**config.mk**
```make
export PLATFORM = sky130hd
export DESIGN_NAME = xor_checked_sensor_frame_parser_core
export DESIGN_NICKNAME = d
export VERILOG_FILES = /design/src/xcsfp_pkg.sv /design/src/xcsfp_frame.sv /design/src/xcsfp_out.sv /design/src/xor_checked_sensor_frame_parser_core.sv
export SDC_FILE = /design/constraint.sdc
export NUM_CORES = 1
export LEC_CHECK = 0
export BUFFER_PORTS_ARGS = -buffer_cell sky130_fd_sc_hd__buf_4
export CORE_MARGIN = 5
export CORE_UTILIZATION = 55
export DETAILED_ROUTE_END_ITERATION = 16
export PLACE_DENSITY = 0.77
export SYNTH_ARGS = -nofsm -noshare
export SYNTH_HDL_FRONTEND = slang
export SYNTH_SLANG_ARGS = --single-unit
```
**constraint.sdc**
```tcl
create_clock -name i_clk -period 3.92 [get_ports i_clk]
set_input_delay 0.784 -clock i_clk [delete_from_list [all_inputs] [get_ports i_clk]]
set_output_delay 0.784 -clock i_clk [all_outputs]
set_load 0.05 [all_outputs]
```
**src/xcsfp_pkg.sv**
```systemverilog
// ----------------------------------------------------------------------------
// xcsfp_pkg
// Types and constants of the XOR-checked sensor frame parser.
// ----------------------------------------------------------------------------
package xcsfp_pkg;

    localparam int unsigned POS_W = 5;

    localparam logic [POS_W-1:0] LAST_POS     = 5'd21;
    localparam logic [7:0]       FRAME_LEN    = 8'd22;
    localparam logic [7:0]       HEADER_RESET = 8'd22;

    typedef enum logic [2:0] {
        RC_OK        = 3'd0,
        RC_READ_FAIL = 3'd1,
        RC_BAD_HDR   = 3'd2,
        RC_BAD_LEN   = 3'd3,
        RC_BAD_CSUM  = 3'd4
    } t_result_code;

    typedef struct packed {
        logic [7:0] rx_byte;
        logic       frame_start;
        logic       bus_error;
    } t_in_item;

    typedef struct packed {
        t_result_code result_code;
        logic [7:0]   sensor_status;
        logic [15:0]  pm2p5_value;
        logic [15:0]  pm10_value;
        logic [15:0]  mode_word;
        logic [15:0]  calibration_coeff;
    } t_out_item;

endpackage

```
**src/xcsfp_frame.sv**
```systemverilog
// ----------------------------------------------------------------------------
// xcsfp_frame
// Frame state: position count, running XOR, field capture and result forming.
// ----------------------------------------------------------------------------
module xcsfp_frame (
    input  logic                 i_clk,
    input  logic                 i_rst_n,
    input  logic                 i_accept,
    input  xcsfp_pkg::t_in_item  i_item,
    input  logic [7:0]           i_frame_header,
    output logic                 o_res_valid,
    output xcsfp_pkg::t_out_item o_res
);

    logic [xcsfp_pkg::POS_W-1:0] r_pos, n_pos;
    logic [7:0]                  r_xor, n_xor;
    logic                        r_hdr_bad, n_hdr_bad;
    logic                        r_len_bad, n_len_bad;
    logic [7:0]                  r_status, n_status;
    logic [3:0][15:0]            r_words, n_words;
    logic [7:0]                  r_high, n_high;

    logic [xcsfp_pkg::POS_W-1:0] pos;
    logic [1:0]                  word_sel;
    logic [7:0]                  b;

    assign b        = i_item.rx_byte;
    assign pos      = i_item.frame_start ? '0 : r_pos;
    assign word_sel = pos[2:1] - 2'd3;

    always_comb begin
        n_pos       = r_pos;
        n_xor       = r_xor;
        n_hdr_bad   = r_hdr_bad;
        n_len_bad   = r_len_bad;
        n_status    = r_status;
        n_words     = r_words;
        n_high      = r_high;
        o_res_valid = 1'b0;
        o_res       = '0;
        if (i_accept) begin
            if (i_item.bus_error) begin
                n_pos             = '0;
                o_res_valid       = 1'b1;
                o_res.result_code = xcsfp_pkg::RC_READ_FAIL;
            end else if (pos != xcsfp_pkg::LAST_POS) begin
                n_xor = (pos == '0) ? b : (r_xor ^ b);
                priority if (pos == 5'd0) begin
                    n_hdr_bad = (b != i_frame_header);
                    n_len_bad = 1'b0;
                end else if (pos == 5'd1) begin
                    n_len_bad = (b != xcsfp_pkg::FRAME_LEN);
                end else if (pos == 5'd2) begin
                    n_status = b;
                end else if (pos >= 5'd5 && pos <= 5'd12) begin
                    if (pos[0]) begin
                        n_high = b;
                    end else begin
                        n_words[word_sel] = {r_high, b};
                    end
                end else begin
                    n_high = r_high;
                end
                n_pos = pos + 5'd1;
            end else begin
                o_res_valid = 1'b1;
                priority if (r_hdr_bad) begin
                    o_res.result_code = xcsfp_pkg::RC_BAD_HDR;
                end else if (r_len_bad) begin
                    o_res.result_code = xcsfp_pkg::RC_BAD_LEN;
                end else if (b != r_xor) begin
                    o_res.result_code = xcsfp_pkg::RC_BAD_CSUM;
                end else begin
                    o_res.result_code       = xcsfp_pkg::RC_OK;
                    o_res.sensor_status     = r_status;
                    o_res.pm2p5_value       = r_words[0];
                    o_res.pm10_value        = r_words[1];
                    o_res.mode_word         = r_words[2];
                    o_res.calibration_coeff = r_words[3];
                end
                n_pos = '0;
            end
        end
    end

    always_ff @(posedge i_clk) begin
        if (!i_rst_n) begin
            r_pos     <= '0;
            r_xor     <= '0;
            r_hdr_bad <= 1'b0;
            r_len_bad <= 1'b0;
        end else begin
            r_pos     <= n_pos;
            r_xor     <= n_xor;
            r_hdr_bad <= n_hdr_bad;
            r_len_bad <= n_len_bad;
        end
    end

    always_ff @(posedge i_clk) begin
        r_status <= n_status;
        r_words  <= n_words;
        r_high   <= n_high;
    end

endmodule

```
**src/xcsfp_out.sv**
```systemverilog
// ----------------------------------------------------------------------------
// xcsfp_out
// Result register with valid/stall handshake towards the consumer.
// ----------------------------------------------------------------------------
module xcsfp_out (
    input  logic                 i_clk,
    input  logic                 i_rst_n,
    input  logic                 i_res_valid,
    input  xcsfp_pkg::t_out_item i_res,
    input  logic                 i_stall,
    output logic                 o_valid,
    output xcsfp_pkg::t_out_item o_item,
    output logic                 o_blocked
);

    logic                 r_valid, n_valid;
    xcsfp_pkg::t_out_item r_item, n_item;

    // held item not leaving this cycle
    assign o_blocked = r_valid & i_stall;
    assign n_valid   = i_res_valid | o_blocked;
    assign n_item    = i_res_valid ? i_res : r_item;

    always_ff @(posedge i_clk) begin
        if (!i_rst_n) begin
            r_valid <= 1'b0;
        end else begin
            r_valid <= n_valid;
        end
    end

    always_ff @(posedge i_clk) begin
        r_item <= n_item;
    end

    assign o_valid = r_valid;
    assign o_item  = r_item;

endmodule

```
**src/xor_checked_sensor_frame_parser_core.sv**
```systemverilog
// ----------------------------------------------------------------------------
// xor_checked_sensor_frame_parser_core
// Parses 22-byte XOR-checked particulate-sensor frames, one byte per item.
// ----------------------------------------------------------------------------
//  channel  signals                         direction
//  in       i_in_valid/o_in_stall/i_in_item  byte items in
//  out      o_out_valid/i_out_stall/o_out_item  result items out
//  cfg      i_cfg_valid/o_cfg_ready/i_cfg_data  frame header register write
//
//  One byte per cycle unless stalled; its result, if any, shows next cycle.
//  Frame state and result forming sit between the state registers and the
//  result register, so the rate is set by that single register stage.
//  Input stalls only while a result is held and the consumer stalls.
//  Synchronous reset: position 0, header register 22, no result held.
// ----------------------------------------------------------------------------
module xor_checked_sensor_frame_parser_core (
    input  logic                 i_clk,
    input  logic                 i_rst_n,
    input  logic                 i_in_valid,
    input  xcsfp_pkg::t_in_item  i_in_item,
    output logic                 o_in_stall,
    output logic                 o_out_valid,
    output xcsfp_pkg::t_out_item o_out_item,
    input  logic                 i_out_stall,
    input  logic                 i_cfg_valid,
    input  logic [7:0]           i_cfg_data,
    output logic                 o_cfg_ready
);

    logic [7:0]           r_hdr_val;
    logic                 in_accept;
    logic                 res_valid;
    xcsfp_pkg::t_out_item res;
    logic                 out_blocked;

    assign o_cfg_ready = 1'b1;
    assign o_in_stall  = out_blocked;
    assign in_accept   = i_in_valid & ~out_blocked;

    always_ff @(posedge i_clk) begin
        if (!i_rst_n) begin
            r_hdr_val <= xcsfp_pkg::HEADER_RESET;
        end else begin
            if (i_cfg_valid && o_cfg_ready) begin
                r_hdr_val <= i_cfg_data;
            end
        end
    end

    xcsfp_frame u_frame (
        .i_clk          (i_clk),
        .i_rst_n        (i_rst_n),
        .i_accept       (in_accept),
        .i_item         (i_in_item),
        .i_frame_header (r_hdr_val),
        .o_res_valid    (res_valid),
        .o_res          (res)
    );

    xcsfp_out u_out (
        .i_clk       (i_clk),
        .i_rst_n     (i_rst_n),
        .i_res_valid (res_valid),
        .i_res       (res),
        .i_stall     (i_out_stall),
        .o_valid     (o_out_valid),
        .o_item      (o_out_item),
        .o_blocked   (out_blocked)
    );

endmodule

```
==> impl_metrics.env, run 1 <==
export IMPL_ir_drop_v=0.000278
export IMPL_cts_max_level=4
export IMPL_io_buffers=99
export IMPL_finClkSkew_ns=0.00813
export IMPL_drtIter0Drc=270
export IMPL_ys_types=40
export IMPL_cts_path_max_buffers=2
export IMPL_arrival_ns=2.69
export IMPL_required_ns=4.03
export IMPL_netlist_top_cell_by_area="edfxtp_1"
export IMPL_drive_gt1_share_pct=31.5
export IMPL_r2r_slack_ns=1.45
export IMPL_cts_sinks=179
export IMPL_critPathKind="in2reg"
export IMPL_grt_pass1_vias=3576
export IMPL_hold_viol_final=0
export IMPL_status="finished, final reports clean"
export IMPL_synthesis_area_mm2=0.00671
export IMPL_post_route_period_util_pct=66.0
export IMPL_post_cts_resized=0
export IMPL_gp_congestion=0.786
export IMPL_drt_wl_total_um=12100
export IMPL_fp_dieH_um=120
export IMPL_start_util_pct=55.9
export IMPL_p_per_area_mw_per_mm2=500
export IMPL_grt_max_degree=73
export IMPL_min_delay_path_depth=2
export IMPL_die_area_mm2=0.0145
export IMPL_vias=3649
export IMPL_hold_path_startpoint="u_frame.r_len_bad"
export IMPL_rr_startpoint="u_out.o_valid"
export IMPL_dpl_hpwl_um=8160
export IMPL_ys_ff_latch=179
export IMPL_whs_endpoint="u_frame.r_len_bad"
export IMPL_synth_seq_area_share_pct=76.5
export IMPL_vias_per_cell=5.29
export IMPL_grt_setup_unrepaired="no"
export IMPL_dpl_instance_area_mm2=0.00762
export IMPL_clk_root_buffer_cell="clkbuf_16"
export IMPL_hold_buffers=0
export IMPL_synth_commonest_cells="edfxtp_1, and2_1, nand2_1, and2_2, dfxtp_1"
export IMPL_p_leak_nw=2.92
export IMPL_gr_total_overflow=0
export IMPL_async_reset_ff_share_pct=0
export IMPL_cts_tree="yes"
export IMPL_floorplan_rows=40
export IMPL_worstReg2RegEnd="u_frame.r_words[37]"
export IMPL_synth_edf_count=155
export IMPL_fin_nets=554
export IMPL_antennaDiodeCount=0
export IMPL_final_min_clock_period_ns=2.59
export IMPL_core_area_mm2=0.0120
export IMPL_fmax_mhz=387
export IMPL_grt_pass1_wl_um=19100
export IMPL_yosysMostFrequentCell="edfxtp_1"
export IMPL_syn_nets=450
export IMPL_clkLatencyLatePin_ns=0.42
export IMPL_track_usage_pct=17.6
export IMPL_synthesis_instances=427
export IMPL_tightestPinTransition_ns=1.15
export IMPL_syn_to_final_growth_pct=22.0
export IMPL_clkTransAtPathRegs_ns=0.06
export IMPL_drcViolationCount=0
export IMPL_tns_ns=0
export IMPL_synthFlopType="edfxtp_1"
export IMPL_synth_area_leaders="edfxtp_1, dfxtp_1, and2_1"
export IMPL_ant_nets=0
export IMPL_cp_start_kind="input pin"
export IMPL_final_area_mm2=0.00819
export IMPL_die_w_um=120
export IMPL_slew_headroom_pct=22.9
export IMPL_drv_cap=0
export IMPL_antenna_found_initial=0
export IMPL_hp_class="reg2reg"
export IMPL_setup_viol=0
export IMPL_wire_per_inst_um=17.6
export IMPL_syn_area_per_cell_um2=15.7
export IMPL_crit_fanout=16
export IMPL_numCtsBuffers=17
export IMPL_fillers=805
export IMPL_endpoint_kind="flop"
export IMPL_slew_viol_final=0
export IMPL_drt_first_pass_iters=4
export IMPL_r2r_cells=5
export IMPL_synth_top_area_share_pct=69.3
export IMPL_yosysWarnings=0
export IMPL_ioPinCount=101
export IMPL_cts_setup_buffers=0
[placed cells by master, fill, tap and decap left out, types with 2 or more instances in the layout]
master and n:
clkbuf_16 17, a311oi_1 2, and2_2 25, or3_1 3, nand3_1 4, xnor2_1 17
edfxtp_1 155, a21o_1 2, a31oi_1 3, mux2i_1 17, inv_6 6, clkinv_4 2
dfxtp_1 24, nor2_1 15, nand2_1 29, o21a_1 8, o22ai_1 8, and2_1 47
buf_4 106, nor3_2 2, a21oi_1 7, nand2b_1 4, nor3_1 4, bufinv_16 2
clkinvlp_4 2, inv_1 6, nand4_1 6
[how the worst max path moves through the flow]
| stage | start | end | slack (ns) | cells past startpoint |
|---|---|---|---|---|
| global route | i_out_stall | u_frame.r_words[37] | 1.21 | 6 |
| finish | i_out_stall | u_frame.r_words[37] | 1.33 | 6 |
| floorplan | i_in_valid | u_frame.r_words[48] | 0.44 | 3 |
| detailed placement | i_out_stall | u_frame.r_words[41] | 0.89 | 6 |
| global placement | i_out_stall | u_frame.r_words[37] | 0.98 | 6 |
| CTS | i_out_stall | u_frame.r_words[37] | 1.33 | 6 |
[area by class of cell]
| type | instances | area, um^2 | area share [%] |
|---|---|---|---|
| Inverter | 7 | 26.3 | 0.321 |
| Clock inverter | 13 | 149 | 1.82 |
| Clock buffer | 18 | 429 | 5.24 |
| Timing Repair Buffer | 106 | 796 | 9.71 |
| Sequential cell | 179 | 5130 | 62.7 |
| Multi-Input combinational cell | 220 | 1480 | 18.0 |
| Tap cell | 147 | 184 | 2.24 |
[cells by family (layout without fill, tap and decap cells)]
group                  Yosys count  after routing  share of synthesized area (%)
buffers and inverters           28            144                           1.88
XOR/XNOR                        18             18                           2.35
multiplexers                    17             17                           2.53
other                            1              1                         0.0559
flip-flops                     179            179                           76.5
AND/OR/NAND/NOR                150            150                           13.3
AO/OA/AOI/OAI                   34             34                           3.45
[critical path: stages]
cell and delay (ns):
buf_4 0.12, a21boi_0 0.51, nand3_1 0.33, or3b_2 0.55
nor3_2 0.12, buf_4 0.27
[registers in the layout (all words and copies together), names as in the netlist]
register and flops:
u_frame.r_len_bad 1, u_frame.r_high 8, u_frame.r_pos 5, u_frame.r_status 8, u_out.o_item 75, u_frame.r_xor 8
u_frame.r_words 64, u_frame.r_hdr_bad 1, r_hdr_val 8, u_out.o_valid 1
[metal layers]
metal | share of wire (%) | vias to the layer above | GRT usage (%)
li1 | - | 1759 | -
met3 | 6.4 | 11 | 5.24
met5 | 0 | - | 0
met1 | 42 | 1762 | 22.2
met4 | 1.2 | 0 | 6.66
met2 | 50 | 117 | 28.9
[power breakdown]
part	leakage (nW)	switching, W	internal (W)
Sequential	1.57	0.0000259	0.00211
Clock	0.276	0.000689	0.000946
Combinational	1.07	0.000226	0.0000990
[stage by stage]
stage               cells  utilization [%]  setup WS, ns  hold slack (ns)  power [W]
finish                690             68.2          1.33            0.476    0.00409
CTS                   690             68.2          1.33            0.478    0.00413
global placement      659             63.4         0.981            0.462    0.00249
floorplan             427                -         0.439            0.451    0.00239
global route          690             68.2          1.21            0.500    0.00424
detailed placement    659             63.4         0.893            0.470    0.00250
Power figures use the tool's default switching activity.
==> run 2, diff against run 1 <==
--- a/config.mk
+++ b/config.mk
@@ -5,11 +5,12 @@
 export SDC_FILE = /design/constraint.sdc
 export NUM_CORES = 1
 export LEC_CHECK = 0
+export ABC_AREA = 1
 export BUFFER_PORTS_ARGS = -buffer_cell sky130_fd_sc_hd__buf_4
 export CORE_MARGIN = 5
-export CORE_UTILIZATION = 55
+export CORE_UTILIZATION = 51
 export DETAILED_ROUTE_END_ITERATION = 16
-export PLACE_DENSITY = 0.77
+export PLACE_DENSITY = 0.75
 export SYNTH_ARGS = -nofsm -noshare
 export SYNTH_HDL_FRONTEND = slang
 export SYNTH_SLANG_ARGS = --single-unit
==> constraint.sdc (replaced) <==
create_clock -name i_clk -period 2.1 [get_ports i_clk]
set_input_delay 0.42 -clock i_clk [delete_from_list [all_inputs] [get_ports i_clk]]
set_output_delay 0.42 -clock i_clk [all_outputs]
set_load 0.05 [all_outputs]
==> impl_metrics.env, run 2 <==
export IMPL_wire_per_inst_um=15.1
export IMPL_synthesis_instances=554
export IMPL_final_common_cell="edfxtp_1"
export IMPL_final_cell_mix="edfxtp_1, nor2_1, buf_4"
export IMPL_r2r_slack_ns=0.23
export IMPL_ir_drop_v=0.000505
export IMPL_p_per_area_mw_per_mm2=888
export IMPL_setup_viol=0
export IMPL_synthesis_area_mm2=0.00676
export IMPL_p_leak_nw=3.61
export IMPL_vias=4086
export IMPL_gr_total_overflow=0
export IMPL_slowest_stage="dfxtp_4"
export IMPL_yosysMostFrequentCell="edfxtp_1"
export IMPL_async_reset_ff_share_pct=0
export IMPL_rr_startpoint="u_out.o_valid"
export IMPL_grt_pass1_wl_um=21000
export IMPL_start_util_pct=51.4
export IMPL_cpMostUsedCell="nand2_2"
export IMPL_synth_area_leaders="edfxtp_1, nor2_1, dfxtp_1"
export IMPL_max_stage_delay_ns=0.34
export IMPL_drtIter0Drc=339
export IMPL_required_ns=2.23
export IMPL_antenna_found_initial=0
export IMPL_status="finished, final reports clean"
export IMPL_whs_endpoint="r_hdr_val[4]"
export IMPL_cts_max_level=4
export IMPL_cts_path_max_buffers=2
export IMPL_post_cts_resized=0
export IMPL_finClkSkew_ns=0.00668
export IMPL_synth_edf_count=155
export IMPL_ys_types=26
export IMPL_crit_fanout=16
export IMPL_ant_nets=0
export IMPL_drive_gt1_share_pct=23.4
export IMPL_worst_path_buf_inv=2
export IMPL_hold_viol_final=0
export IMPL_yosysWarnings=0
export IMPL_die_w_um=125
export IMPL_synthFlopType="edfxtp_1"
export IMPL_dpl_hpwl_um=8640
export IMPL_antennaDiodeCount=0
export IMPL_syn_nets=577
export IMPL_largest_register_ffs=75
export IMPL_ys_ff_latch=179
export IMPL_post_route_period_util_pct=89.1
export IMPL_clk_root_buffer_cell="clkbuf_16"
export IMPL_vias_per_cell=4.75
export IMPL_dp_cells=829
export IMPL_synth_top_area_share_pct=68.9
export IMPL_fp_dieH_um=125
export IMPL_arrival_ns=2.00
export IMPL_hp_class="in2reg"
export IMPL_ioPinCount=101
export IMPL_final_cells=861
export IMPL_drcViolationCount=0
export IMPL_cpLargestDelayFamily="simple AND/OR/NAND/NOR gates"
export IMPL_io_buffers=99
export IMPL_tns_ns=0
export IMPL_drt_first_pass_iters=6
export IMPL_numCtsBuffers=17
export IMPL_grt_max_degree=73
export IMPL_critPathKind="reg2reg"
export IMPL_crit_chain="nand2_2, nand2_2, nor2_4, inv_2, nor2_1, nand3_1, nor2_2, buf_12"
export IMPL_grt_setup_unrepaired="no"
export IMPL_drt_wl_total_um=13000
export IMPL_cp_start_kind="flop"
export IMPL_final_area_mm2=0.00848
export IMPL_fmax_mhz=535
export IMPL_track_usage_pct=17.2
export IMPL_hold_buffers=0
export IMPL_cts_setup_buffers=0
export IMPL_clkLatencyLatePin_ns=0.42
export IMPL_syn_area_per_cell_um2=12.2
export IMPL_synth_commonest_cells="edfxtp_1, nor2_1, inv_1, nand2_1, dfxtp_1"
export IMPL_r2r_cells=8
export IMPL_netlist_top_cell_by_area="edfxtp_1"
export IMPL_fin_nets=695
export IMPL_core_area_mm2=0.0131
export IMPL_clkTransAtPathRegs_ns=0.06
export IMPL_die_area_mm2=0.0157
export IMPL_worstReg2RegEnd="u_frame.r_words[47]"
export IMPL_final_min_clock_period_ns=1.87
export IMPL_endpoint_kind="flop"
export IMPL_synth_seq_area_share_pct=76.0
export IMPL_syn_to_final_growth_pct=25.5
export IMPL_cts_tree="yes"
export IMPL_dpl_instance_area_mm2=0.00790
export IMPL_cts_sinks=179
export IMPL_min_delay_path_depth=3
export IMPL_gp_congestion=0.889
export IMPL_drv_cap=0
export IMPL_grt_pass1_vias=4176
export IMPL_hold_path_startpoint="i_cfg_data[4]"
export IMPL_floorplan_rows=42
export IMPL_slew_viol_final=0
run 2: cell types whose count changed after synthesis, moves of 5 or more:
| cell | change |
|---|---|
| and2_1 | -47 |
| clkbuf_1 | -5 |
| clkbuf_2 | -7 |
| and2_2 | -25 |
| inv_1 | +88 |
| nor2_1 | +116 |
| nand2_1 | +42 |
| o22ai_1 | -8 |
| xnor2_1 | -5 |
| mux2i_1 | -17 |
| o21ai_0 | +7 |
run 2: area by class of cell:
type                    instances  area [um^2]
clock buffers                  28          507
clock inverters                 4         72.6
fillers                       967         4660
inverters                      98          384
multi-input cells             264         1240
flip-flops and latches        179         5140
well taps                     176          220
repair buffers                112          916
run 2: worst reg2reg max path, cell delays in order (launching register included):
cell	delay, ns
dfxtp_4	0.34
nand2_2	0.08
nand2_2	0.11
nor2_4	0.16
inv_2	0.09
nor2_1	0.19
nand3_1	0.23
nor2_2	0.20
buf_12	0.18
run 2: worst max-delay path by stage:
stage / cells after the start / end / from / slack [ns]
after floorplan: 7 / u_out.o_item[0] / i_in_item[1] / -0.20
after CTS: 8 / u_frame.r_words[59] / u_out.o_valid / 0.25
after detailed placement: 9 / u_frame.r_words[63] / i_out_stall / 0.1
after global placement: 9 / u_frame.r_words[40] / i_out_stall / 0.15
final: 8 / u_frame.r_words[47] / u_out.o_valid / 0.23
after global routing: 8 / u_frame.r_words[41] / u_out.o_valid / 0.08
run 2: kinds of logic (layout without fill, tap and decap cells):
| logic type | count (synthesis) | count (layout) | synth area share, % |
|---|---|---|---|
| simple gates | 225 | 225 | 13.6 |
| flops | 179 | 179 | 76.0 |
| buf+inv | 111 | 242 | 6.46 |
| compound gates | 22 | 22 | 1.85 |
| xor+xnor | 16 | 16 | 2.07 |
| other cells | 1 | 1 | 0.0555 |
run 2: routing by layer:
| metal | vias up | track usage (%) | wire length, um |
|---|---|---|---|
| li1 | 2008 | - | - |
| met1 | 1929 | 21.0 | 5390 |
| met2 | 131 | 29.4 | 6650 |
| met3 | 18 | 4.95 | 714 |
| met4 | 0 | 5.99 | 208 |
| met5 | - | 0 | 0 |
run 2: where the power goes:
| group | leakage, nW | switching [W] | internal, W | total [W] |
|---|---|---|---|---|
| sequential | 1.64 | 0.0000319 | 0.00392 | 0.00395 |
| combinational | 1.69 | 0.000367 | 0.000158 | 0.000525 |
| clock | 0.279 | 0.00118 | 0.00188 | 0.00306 |
run 2: stage by stage:
step / power, W / hold WS, ns / worst slack (ns) / utilization, %
finish: 0.00753 / 0.210 / 0.230 / 64.6
global route: 0.00779 / 0.214 / 0.0763 / 64.6
CTS: 0.00758 / 0.193 / 0.246 / 64.6
detailed placement: 0.00455 / 0.465 / 0.0961 / 60.2
global placement: 0.00454 / 0.461 / 0.147 / 60.2
floorplan: 0.00436 / 0.450 / -0.204 / -
